===== src/rtl/core/tdp_pkg.sv =====
// tdp_pkg: shared widths and types for the trial division prime tester
// no dependencies; used by tdp_rem_unit, trial_division_prime_test and the testbench
package tdp_pkg;

    // width of the tested number
    localparam int WIDTH = 32;
    // trial divisor width: covers the first divisor whose square passes the number
    localparam int DIV_W = (WIDTH + 1) / 2 + 1;
    // width of the running divisor square
    localparam int SQ_W  = WIDTH + 2;
    // bit counter of the serial remainder unit
    localparam int CNT_W = (WIDTH > 2) ? $clog2(WIDTH) : 1;

    // status from the remainder unit to the sequencer
    typedef struct packed {
        logic done;
        logic zero;
    } t_rem_status;

endpackage


===== src/rtl/core/tdp_rem_unit.sv =====
// tdp_rem_unit: bit-serial restoring remainder, one dividend bit per cycle
// depends on tdp_pkg
module tdp_rem_unit (
    input  logic                      i_clk,
    input  logic                      i_rst_n,
    input  logic                      i_start,
    input  logic [tdp_pkg::WIDTH-1:0] i_dividend,
    input  logic [tdp_pkg::DIV_W-1:0] i_divisor,
    output tdp_pkg::t_rem_status      o_status
);

    logic                      r_busy, n_busy;
    logic                      r_done, n_done;
    logic                      r_zero, n_zero;
    logic [tdp_pkg::CNT_W-1:0] r_cnt, n_cnt;
    logic [tdp_pkg::WIDTH-1:0] r_dvd, n_dvd;
    logic [tdp_pkg::DIV_W-1:0] r_dsr, n_dsr;
    logic [tdp_pkg::DIV_W-1:0] r_rem, n_rem;
    logic [tdp_pkg::DIV_W:0]   shifted;
    logic [tdp_pkg::DIV_W:0]   diff;
    logic [tdp_pkg::DIV_W-1:0] rem_step;

    // one restoring step: shift in the next dividend bit, subtract if it fits
    always_comb begin
        shifted  = {r_rem, r_dvd[tdp_pkg::WIDTH-1]};
        diff     = shifted - {1'b0, r_dsr};
        if (shifted >= {1'b0, r_dsr}) begin
            rem_step = diff[tdp_pkg::DIV_W-1:0];
        end else begin
            rem_step = shifted[tdp_pkg::DIV_W-1:0];
        end
    end

    // step sequencing
    always_comb begin
        n_busy = r_busy;
        n_done = 1'b0;
        n_zero = r_zero;
        n_cnt  = r_cnt;
        n_dvd  = r_dvd;
        n_dsr  = r_dsr;
        n_rem  = r_rem;
        if (i_start) begin
            n_busy = 1'b1;
            n_cnt  = tdp_pkg::CNT_W'(tdp_pkg::WIDTH - 1);
            n_dvd  = i_dividend;
            n_dsr  = i_divisor;
            n_rem  = '0;
        end else if (r_busy) begin
            n_rem = rem_step;
            n_dvd = {r_dvd[tdp_pkg::WIDTH-2:0], 1'b0};
            n_cnt = r_cnt - 1'b1;
            if (r_cnt == '0) begin
                n_busy = 1'b0;
                n_done = 1'b1;
                n_zero = (rem_step == '0);
            end
        end
    end

    // control registers
    always_ff @(posedge i_clk) begin
        if (!i_rst_n) begin
            r_busy <= 1'b0;
            r_done <= 1'b0;
        end else begin
            r_busy <= n_busy;
            r_done <= n_done;
        end
    end

    // datapath registers
    always_ff @(posedge i_clk) begin
        r_zero <= n_zero;
        r_cnt  <= n_cnt;
        r_dvd  <= n_dvd;
        r_dsr  <= n_dsr;
        r_rem  <= n_rem;
    end

    assign o_status.done = r_done;
    assign o_status.zero = r_zero;

    // the unit only reports done at the end of a running pass
    a_done_after_busy: assert property (@(posedge i_clk) disable iff (!i_rst_n)
        r_done |-> $past(r_busy))
        else $error("remainder done without a running pass");

    // the partial remainder stays below the divisor while running
    a_rem_below_dsr: assert property (@(posedge i_clk) disable iff (!i_rst_n)
        (r_busy && !$past(i_start)) |-> (r_rem < r_dsr))
        else $error("partial remainder not below divisor");

    // a pass started while one is running would corrupt it
    a_no_restart: assert property (@(posedge i_clk) disable iff (!i_rst_n)
        i_start |-> !r_busy)
        else $error("remainder unit restarted while busy");

endmodule


===== config.mk =====
export PLATFORM = sky130hd
export DESIGN_NAME = tdp_rem_unit
export DESIGN_NICKNAME = d
export VERILOG_FILES = /design/src/rtl/core/tdp_pkg.sv /design/src/rtl/core/tdp_rem_unit.sv
export SDC_FILE = /design/constraint.sdc
export NUM_CORES = 1
export LEC_CHECK = 0
export BUFFER_PORTS_ARGS = -buffer_cell sky130_fd_sc_hd__clkbuf_2
export CELL_PAD_IN_SITES_DETAIL_PLACEMENT = 0
export CELL_PAD_IN_SITES_GLOBAL_PLACEMENT = 1
export CORE_ASPECT_RATIO = 0.5
export CORE_MARGIN = 3
export CORE_UTILIZATION = 37
export DETAILED_ROUTE_END_ITERATION = 7
export PLACE_DENSITY = 0.77
export SLEW_MARGIN = 30
export SYNTH_ARGS = -nofsm -noshare
export SYNTH_HDL_FRONTEND = slang
export SYNTH_SLANG_ARGS = --single-unit

===== constraint.sdc =====
create_clock -name i_clk -period 6 [get_ports i_clk]
set_input_delay 1.2 -clock i_clk [delete_from_list [all_inputs] [get_ports i_clk]]
set_output_delay 1.2 -clock i_clk [all_outputs]
set_load 0.02 [all_outputs]

==> impl_results.md, run 1 <==
- Outcome: completed
- Leakage power: 1.88 nW
- P&R area growth vs syn: 16.5%
- Final setup TNS: 0 ps
- Post-DRT Antenna Nets: 0
- Busiest layer in global routing: met2
- Inserted Diodes: 0
- DRT Wirelength: 7890 um
- Placement Cell Area: 4330 um2
- Data arrival time of the critical path: 3690 ps
- CTS tree: done
- Distinct cells, synth: 59
- Port Buffer Count: 53
- Max H-tree Level: 3
- Crit path launch type: flip-flop
- Critical Path RT: 6150 ps
- Finished Core Util: 44.8%
- Share of the synthesized area in the top cell type: 37.8%
- CTS max path bufs: 2
- Residual DRC: 0
- DR WL/cell: 14.4 um
- Vias per inst: 4.98
- Fin. Hold Viols: 0
- Vias in the first global route: 2837
- Synthesized net count: 426
- Post-synthesis sequential area ratio: 49.9%
- Layout Skew: 7.57 ps
- Final period utilization: 59.0%
- DR vias: 2732
- Crit. End Element: flip-flop
- Row cnt: 26
- Yosys warns: 0
- GRT met1 Usage: 16.8%
- Area leader, netlist: edfxtp_1
- GRT Total Usage: 14.1%
- Slew HR: 50.2%
- Core area: 10300 um2
- Number of setup buffers added after CTS: 0
- Dpl hpwl: 5550 um
- Worst Tran Pin Value: 746 ps
- Worst min path class: flip-flop to flip-flop
- Post-route cell area: 4620 um2
- Slew Limit Fails: 0
- Synthesized area: 3970 um2
- VDD IR max: 0.142 mV
- Die Ht: 79.2 um
- Register-to-register setup slack: 2460 ps
- Post-synth EDFFs: 50
- TritonCTS buffer count: 9
- Ratio of cells with drive above 1 in the final layout: 28.4%
- Power per cell area: 309 nW/um2
- Met3 usage: 5.39%
- Initial DRT Pass Iterations: 4
- Fmax: 283 MHz
- Post-synthesis instance total: 354
- # hold bufs at CTS: 0
- Avg Inst Size Synth: 11.2 um2
- Final nets: 476
- Clock transition at path regs: 60 ps
- Critical path class: flip-flop to flip-flop
- RSZ-0062 raised after global routing: false
- Met2 Resource Use GR: 24.0%
- # resized after CTS: 0
- CTS root buffer: clkbuf_16
- Largest net degree at the start of global routing: 50
- Initial drt markers: 178
- Final min period: 3540 ps
- Top post-synthesis cells by area: edfxtp_1, dfxtp_1, mux2_2, ha_1, nor2_1
- Global route overflow: 0
- Fraction of registers with async set or reset after synthesis: 0%
- Starting Density: 38.5%
- Setup violators final: 0
- Global-route wire length before repair: 13600 um
- RePlAce Congestion: 0.809
- Max FO, Critical Path: 18
- Ys flop type: edfxtp_1
- DIE AREA: 12100 um2
- I/O pins: 54
- Die Span X: 152 um
- Initial antenna violation count: 0
- CTS Sinks: 74
- Worst skew pair latency: 330 ps
- #FFs+latches synth: 74
- Maximum capacitance violations: 0
[cells by family after synthesis]
family | synth area share (%)
simple gates | 12.7
flops | 49.9
compound gates | 12.7
buf+inv | 4.51
mux | 10.6
fa+ha+maj | 6.49
xor+xnor | 3.09
[sequential cells by signal, summed over array words and instances, names as in the netlist]
register / flops
r_dvd: 32
r_dsr: 17
r_rem: 17
r_cnt: 5
r_busy: 1
r_done: 1
r_zero: 1
[worst max-delay path, cell delays in order, from the launching register on]
cell and delay [ps]:
edfxtp_1 420, inv_1 80, ha_1 150, inv_1 50, fa_1 400, a21o_1 210
a31o_1 290, a211o_1 330, o21ai_2 270, and2_1 570, o31a_2 250, nand4b_1 110
nor4_2 230
[layout by cell type, fill, tap and decap left out, types with 7 or more instances in the layout]
master,count
mux2_2,32
clkbuf_16,9
xnor2_1,8
a21oi_1,18
ha_1,19
dfxtp_1,24
edfxtp_1,50
clkbuf_2,53
inv_1,22
nor2_1,32
nand2_1,20
a211oi_1,10
a311oi_1,7
[Yosys cell counts, types with 2 or more instances]
cell type / number
and2_1: 3
a21o_1: 3
buf_4: 3
nand2_1: 20
nand3_1: 5
or2_2: 2
ha_1: 19
o21a_1: 4
o31a_2: 2
a211oi_1: 10
o21ai_0: 6
or4_1: 2
dfxtp_1: 24
a311oi_1: 7
a21oi_1: 18
o311ai_0: 2
clkbuf_1: 9
mux2_2: 32
or2b_2: 2
inv_1: 22
a211o_1: 2
o211ai_1: 4
mux2i_1: 6
nor3_1: 6
nand2b_1: 6
nor2_1: 32
xnor2_1: 8
edfxtp_1: 50
nor2b_1: 2
o31ai_1: 3
xor2_1: 6
nand4_1: 5
nor4_1: 3
[final timing paths]
kind / startpoint / to / cells after the start
worst max register to register: r_dvd[31] / r_zero / 12
worst min register to register: r_cnt[4] / r_cnt[4] / 2
worst max-delay path: r_dvd[31] / r_zero / 12
worst min-delay path: r_cnt[4] / r_cnt[4] / 2
[report_power, final]
| group | switching (W) | internal, W |
|---|---|---|
| logic | 0.000154 | 0.000122 |
| registers | 0.0000226 | 0.000597 |
| clock network | 0.000209 | 0.000323 |
[layer usage]
layer | wire length (um) | vias to the layer above
met5 | 0 | -
met2 | 3680 | 38
met3 | 392 | 6
met4 | 73 | 0
li1 | - | 1410
met1 | 3750 | 1278
[layout make-up]
type | count | area, um2
Clock buffer | 10 | 229
Timing Repair Buffer | 55 | 280
Sequential cell | 74 | 1980
Tap cell | 140 | 175
Clock inverter | 6 | 66.3
Inverter | 22 | 82.6
Multi-Input combinational cell | 242 | 1810
Fill cell | 989 | 5690
[metrics by stage]
step	total power [W]	worst slack (ps)	std cells	hold slack [ps]
2_1_floorplan	0.000841	3110	354	462
3_3_place_gp	0.000904	2610	533	485
3_5_place_dp	0.000906	2480	533	492
4_1_cts	0.00145	2440	549	509
5_1_grt	0.00151	2190	549	550
6_report	0.00143	2460	549	503
(Power assumes the default switching activity.)
==> inputs of run 2 (changes only) <==
==> constraint.sdc (replaced) <==
create_clock -name i_clk -period 3.3 [get_ports i_clk]
set_input_delay 0.66 -clock i_clk [delete_from_list [all_inputs] [get_ports i_clk]]
set_output_delay 0.66 -clock i_clk [all_outputs]
set_load 0.02 [all_outputs]
==> run 2 against run 1 <==
  * Combinational power rose by 92%
  * Final area rose by 2.7%
  * Power rose by 94%
  * Critical path type unchanged
  * Largest cell class unchanged
==> impl_results.md, run 2 (same netlist as run 1, synthesis figures left out) <==
- Outcome: completed (unchanged)
- Critical path class: flip-flop to flip-flop (unchanged)
- Switching power: 0.000708 W (was 0.000386 W)
- Top flop regs: r_dvd (32), r_dsr (17), r_rem (17) (unchanged)
- Commonest non-fill, non-tap cell in the layout: clkbuf_2 (unchanged)
- Pre-CTS setup slack: 31.9 ps (was 2480 ps)
- FF-to-FF End: r_zero (unchanged)
- Final worst setup slack: 151 ps (was 2460 ps)
- Fin. Hold Viols: 0 (unchanged)
- Setup violators final: 0 (unchanged)
- Clock transition at path regs: 60 ps (about the same)
- CTS root buffer: clkbuf_16 (unchanged)
- Register-to-register setup slack: 150 ps (was 2460 ps)
- Reg2Reg Depth: 12 (unchanged)
- Layout Skew: 7.25 ps (was 7.57 ps)
- Data arrival time of the critical path: 3300 ps (was 3690 ps)
- Clock power share: 40.2% (was 37.3%)
- Dpl hpwl: 5550 um (about the same)
- I/O pins: 54 (unchanged)
- Critical Path RT: 3450 ps (was 6150 ps)
- Initial drt markers: 208 (was 178)
- Max FO, Critical Path: 7 (was 18)
- DRT Wirelength: 7990 um (was 7890 um)
- Non-Filler Instances: 555 (was 549)
- Final nets: 483 (was 476)
- Slew Limit Fails: 0 (unchanged)
- Fill cells: 974 (was 989)
- Worst hold stages: 1 (was 2)
- P&R area growth vs syn: 19.7% (was 16.5%)
- Crit. End Element: flip-flop (unchanged)
- Power per cell area: 584 nW/um2 (was 309 nW/um2)
- Part of the power in combinational logic: 19.1% (was 19.3%)
- CTS max path bufs: 2 (unchanged)
- Inserted Diodes: 0 (unchanged)
- Worst skew pair latency: 330 ps (about the same)
- Port Buffer Count: 53 (unchanged)
- Largest net degree at the start of global routing: 74 (was 50)
- Total placed cells including tap cells: 535 (was 533)
- VDD IR max: 0.268 mV (was 0.142 mV)
- DR vias: 2812 (was 2732)
- Final Total Pwr: 0.00277 W (was 0.00143 W)
- DR WL/cell: 14.4 um (about the same)
- Core area: 10300 um2 (unchanged)
- Initial DRT Pass Iterations: 4 (unchanged)
- Worst Tran Pin Value: 774 ps (was 746 ps)
- Number of flip-flops in the largest register: 32 (unchanged)
- TritonCTS buffer count: 9 (unchanged)
- Worst min path class: input pin to flip-flop (was flip-flop to flip-flop)
- RePlAce Congestion: 0.850 (was 0.809)
- Net Sw Frac: 25.5% (was 27.0%)
- Max H-tree Level: 3 (unchanged)
- Post-DRT Antenna Nets: 0 (unchanged)
- Part of the power in registers: 40.8% (was 43.4%)
- Reg area: 1980 um2 (unchanged)
- CTS tree: done (unchanged)
- Crit path launch type: flip-flop (unchanged)
- Vias in the first global route: 2688 (was 2837)
- Global-route wire length before repair: 13100 um (was 13600 um)
- Residual DRC: 0 (unchanged)
- Hold slack: 504 ps (was 503 ps)
- DIE AREA: 12100 um2 (unchanged)
- Worst hold endpoint: r_dsr[1] (was r_cnt[4])
- Internal: 0.00206 W (was 0.00104 W)
- Die Span X: 152 um (unchanged)
- Commonest non-fill, non-tap cells in the layout: clkbuf_2, edfxtp_1, mux2_2, nor2_1, dfxtp_1 (unchanged)
- CTS Sinks: 74 (unchanged)
- Initial antenna violation count: 0 (unchanged)
- Final min period: 3150 ps (was 3540 ps)
- GRT Total Usage: 13.5% (was 14.1%)
- Most flops, register: r_dvd (unchanged)
- Area taken by multi-input logic gates: 1830 um2 (was 1810 um2)
- Leakage power: 1.94 nW (was 1.88 nW)
- Fmax: 318 MHz (was 283 MHz)
- RR Startpoint: r_dvd[31] (unchanged)
- Final period utilization: 95.4% (was 59.0%)
- Finished Core Util: 46.1% (was 44.8%)
- Starting Density: 38.5% (unchanged)
- Global route overflow: 0 (unchanged)
- Ratio of cells with drive above 1 in the final layout: 30.4% (was 28.4%)
- Vias per inst: 5.07 (was 4.98)
- Slew HR: 48.4% (was 50.2%)
- Die Ht: 79.2 um (unchanged)
- Row cnt: 26 (unchanged)
- Maximum capacitance violations: 0 (unchanged)
- Min-Delay Startpoint: i_divisor[1] (was r_cnt[4])
## run 2: per-layer routing
metal / up-vias / wire length [um] / GRT usage (%)
met3: 10 / 474 / 5.01
met1: 1314 / 3820 / 17.9
met5: - / 0 / 0
met4: 0 / 85 / 4.53
li1: 1423 / - / -
met2: 65 / 3610 / 20.6
## run 2: stage by stage
stage	TNS (ps)	cell area, um2
3_5_place_dp	0	4360
6_report	0	4750
4_1_cts	0	4700
3_3_place_gp	0	4360
2_1_floorplan	0	3970
5_1_grt	-12.9	4750
## run 2: worst max-delay path by stage
stage / endpoint / startpoint / cells past startpoint / slack (ps)
2_1_floorplan: r_zero / r_dvd[31] / 13 / 410
3_3_place_gp: r_zero / r_dvd[31] / 12 / 210
3_5_place_dp: r_zero / r_dvd[31] / 12 / 30
4_1_cts: r_zero / r_dvd[31] / 12 / 10
5_1_grt: r_zero / r_dvd[31] / 12 / -10
6_report: r_zero / r_dvd[31] / 12 / 150
## run 2: repair_timing
item	in CTS	in global routing
buffers inserted	0	5
hold buffers	0	0
resized for setup	0	4
endpoints found under the setup margin	0	1
## run 2: worst max-delay path, stage by stage (launching register included)
cell      delay, ps
edfxtp_1        410
inv_1            80
ha_1            150
inv_1            50
fa_1            400
a21o_1          210
a31o_2          300
a211o_1         350
o21ai_4         220
nand2_4         120
mux2i_2         250
nand4b_1        140
nor4_2          280
## run 2: layout make-up
class                      count  area share (%)
clock inverter                 6            2.42
tap                          140            3.69
timing repair buffer          62            7.27
sequential                    74            41.7
inverter                      22            1.74
clock buffer                   9            4.74
multi-input combinational    242            38.4
## run 2: power groups by stage
stage	logic (W)	registers [W]	clock network, W
after floorplan	0.000399	0.00113	0
after global placement	0.000510	0.00115	0
final	0.000529	0.00113	0.00111
after detailed placement	0.000508	0.00115	0
after CTS	0.000511	0.00113	0.00115
after global routing	0.000589	0.00114	0.00118
==> inputs of run 3 (changes only) <==
==> constraint.sdc (replaced) <==
create_clock -name i_clk -period 3.65 [get_ports i_clk]
set_input_delay 0.73 -clock i_clk [delete_from_list [all_inputs] [get_ports i_clk]]
set_output_delay 0.73 -clock i_clk [all_outputs]
set_load 0.02 [all_outputs]
==> run 3 against run 2 <==
  * Critical path depth stayed put
  * Sequential power is 9.7% lower
  * Maximum frequency is 4.0% lower
  * Sequential cell count stayed put
  * Die area stayed put
==> impl_results.md, run 3 (same netlist as run 1, synthesis figures left out) <==
- TritonCTS buffer count: 9 (unchanged)
- Net Sw Frac: 25.8% (was 25.5%)
- Clock power share: 40.9% (was 40.2%)
- Slew HR: 50.5% (was 48.4%)
- Area taken by multi-input logic gates: 1810 um2 (was 1830 um2)
- Residual DRC: 0 (unchanged)
- VDD IR max: 0.239 mV (was 0.268 mV)
- Vias per inst: 5.10 (was 5.07)
- Critical path class: flip-flop to flip-flop (unchanged)
- Maximum capacitance violations: 0 (unchanged)
- Row cnt: 26 (unchanged)
- Worst hold stages: 2 (was 1)
- FF-to-FF End: r_zero (unchanged)
- Final period utilization: 89.9% (was 95.4%)
- Commonest non-fill, non-tap cells in the layout: clkbuf_2, edfxtp_1, mux2_2, nor2_1, dfxtp_1 (unchanged)
- Top flop regs: r_dvd (32), r_dsr (17), r_rem (17) (unchanged)
- Slew Limit Fails: 0 (unchanged)
- Power per cell area: 534 nW/um2 (was 584 nW/um2)
- # hold bufs at CTS: 0 (unchanged)
- CTS tree: done (unchanged)
- Internal: 0.00186 W (was 0.00206 W)
- Die Ht: 79.2 um (unchanged)
- # resized after CTS: 0 (unchanged)
- Crit. End Element: flip-flop (unchanged)
- Inserted Diodes: 0 (unchanged)
- Final nets: 478 (was 483)
- P&R area growth vs syn: 18.0% (was 19.7%)
- Critical path cell sequence: inv_1 -> ha_1 -> inv_1 -> fa_1 -> a21o_1 -> a31o_1 -> a211o_1 -> o21ai_2 -> nand2_2 -> mux2i_1 -> nand4b_1 -> nor4_2 (was inv_1 -> ha_1 -> inv_1 -> fa_1 -> a21o_1 -> a31o_2 -> a211o_1 -> o21ai_4 -> nand2_4 -> mux2i_2 -> nand4b_1 -> nor4_2)
- Worst hold endpoint: r_cnt[4] (was r_dsr[1])
- CP bufs+invs: 2 (unchanged)
- DR WL/cell: 14.6 um (was 14.4 um)
- Max FO, Critical Path: 12 (was 7)
- Leakage power: 1.92 nW (was 1.94 nW)
- Part of the power in registers: 40.8% (about the same)
- Part of the power in combinational logic: 18.3% (was 19.1%)
- Crit-path leading delay family: compound AO/OA/AOI/OAI gates (unchanged)
- Final worst setup slack: 369 ps (was 151 ps)
- Initial antenna violation count: 0 (unchanged)
- Starting Density: 38.5% (unchanged)
- Min-Delay Startpoint: r_cnt[4] (was i_divisor[1])
- Global route overflow: 0 (unchanged)
- Pre-CTS setup slack: 399 ps (was 31.9 ps)
- Core area: 10300 um2 (unchanged)
- Largest net degree at the start of global routing: 39 (was 74)
- CP peak stage delay: 410 ps (about the same)
- Slowest cell on crit path: edfxtp_1 (unchanged)
- DRT Wirelength: 8050 um (was 7990 um)
- Initial DRT Pass Iterations: 4 (unchanged)
- Worst skew pair latency: 340 ps (was 330 ps)
- Port Buffer Count: 53 (unchanged)
- Fill cells: 974 (unchanged)
- Final min period: 3280 ps (was 3150 ps)
- Setup violators final: 0 (unchanged)
- CTS root buffer: clkbuf_16 (unchanged)
- Max H-tree Level: 3 (unchanged)
- CTS Sinks: 74 (unchanged)
- Global-route wire length before repair: 13800 um (was 13100 um)
- CTS max path bufs: 2 (unchanged)
- DR vias: 2808 (was 2812)
- Post-DRT Antenna Nets: 0 (unchanged)
- Reg area: 1980 um2 (unchanged)
- Number of setup buffers added after CTS: 0 (unchanged)
- Fin. Hold Viols: 0 (unchanged)
- Ratio of cells with drive above 1 in the final layout: 29.0% (was 30.4%)
- Fmax: 305 MHz (was 318 MHz)
- Crit-path most repeated cell: inv_1 (unchanged)
- RSZ-0062 raised after global routing: false
- Die Span X: 152 um (unchanged)
- Dpl hpwl: 5760 um (was 5550 um)
- Number of flip-flops in the largest register: 32 (unchanged)
- Worst Tran Pin Value: 742 ps (was 774 ps)
- Worst min path class: flip-flop to flip-flop (was input pin to flip-flop)
- DIE AREA: 12100 um2 (unchanged)
- WP depth: 12 (unchanged)
- Most flops, register: r_dvd (unchanged)
- Critical Path RT: 3810 ps (was 3450 ps)
- GRT Total Usage: 14.4% (was 13.5%)
- Outcome: completed (unchanged)
- Initial drt markers: 164 (was 208)
- Vias in the first global route: 2801 (was 2688)
- I/O pins: 54 (unchanged)
- Reg2Reg Depth: 12 (unchanged)
- RePlAce Congestion: 0.819 (was 0.850)
- Layout Skew: 7.88 ps (was 7.25 ps)
- Clock transition at path regs: 60 ps (about the same)
- Data arrival time of the critical path: 3440 ps (was 3300 ps)
- Crit path launch type: flip-flop (unchanged)
- Switching power: 0.000647 W (was 0.000708 W)
- Final setup TNS: 0 ps (unchanged)
- Hold slack: 504 ps (about the same)
- Commonest non-fill, non-tap cell in the layout: clkbuf_2 (unchanged)
- RR Startpoint: r_dvd[31] (unchanged)
- Register-to-register setup slack: 370 ps (was 150 ps)
-- run 3: through the flow --
| step | util (%) | std cells | total power, W | cell area, um2 |
|---|---|---|---|---|
| 2_1_floorplan | - | 354 | 0.00138 | 3970 |
| 3_3_place_gp | 42.1 | 535 | 0.00149 | 4340 |
| 3_5_place_dp | 42.1 | 535 | 0.00150 | 4340 |
| 4_1_cts | 45.4 | 551 | 0.00254 | 4690 |
| 5_1_grt | 45.4 | 551 | 0.00264 | 4690 |
| 6_report | 45.4 | 551 | 0.00250 | 4690 |
-- run 3: worst reg2reg max path, cell delays in order, from the launching register on --
cell and delay (ps):
edfxtp_1 410, inv_1 80, ha_1 150, inv_1 50, fa_1 400, a21o_1 210, a31o_1 300, a211o_1 330
o21ai_2 270, nand2_2 240, mux2i_1 300, nand4b_1 140, nor4_2 240
-- run 3: worst max-delay path by stage --
stage	to	from	slack, ps
global placement	r_zero	r_dvd[31]	530
detailed placement	r_zero	r_dvd[31]	400
global route	r_zero	r_dvd[31]	90
finish	r_zero	r_dvd[31]	370
floorplan	r_zero	r_dvd[31]	760
CTS	r_zero	r_dvd[31]	370
-- run 3: per-layer routing --
| layer | vias to the layer above | share of wire [%] | GRT usage [%] |
|---|---|---|---|
| met5 | - | 0 | 0 |
| met4 | 0 | 1.8 | 5.16 |
| met3 | 12 | 6.5 | 5.12 |
| met2 | 61 | 45 | 22.6 |
| met1 | 1322 | 47 | 18.5 |
| li1 | 1413 | - | - |
-- run 3: cell type report --
type	count	area share, %
timing repair buffer	57	6.30
tap	140	3.74
clock buffer	10	4.89
inverter	22	1.76
multi-input combinational	242	38.6
sequential	74	42.3
clock inverter	6	2.40
-- run 3: power groups by stage --
| stage | Clock [W] | Sequential (W) | Combinational [W] |
|---|---|---|---|
| final | 0.00102 | 0.00102 | 0.000459 |
| after global routing | 0.00109 | 0.00103 | 0.000519 |
| after CTS | 0.00105 | 0.00102 | 0.000460 |
| after detailed placement | 0 | 0.00104 | 0.000457 |
| after global placement | 0 | 0.00104 | 0.000456 |
| after floorplan | 0 | 0.00102 | 0.000361 |
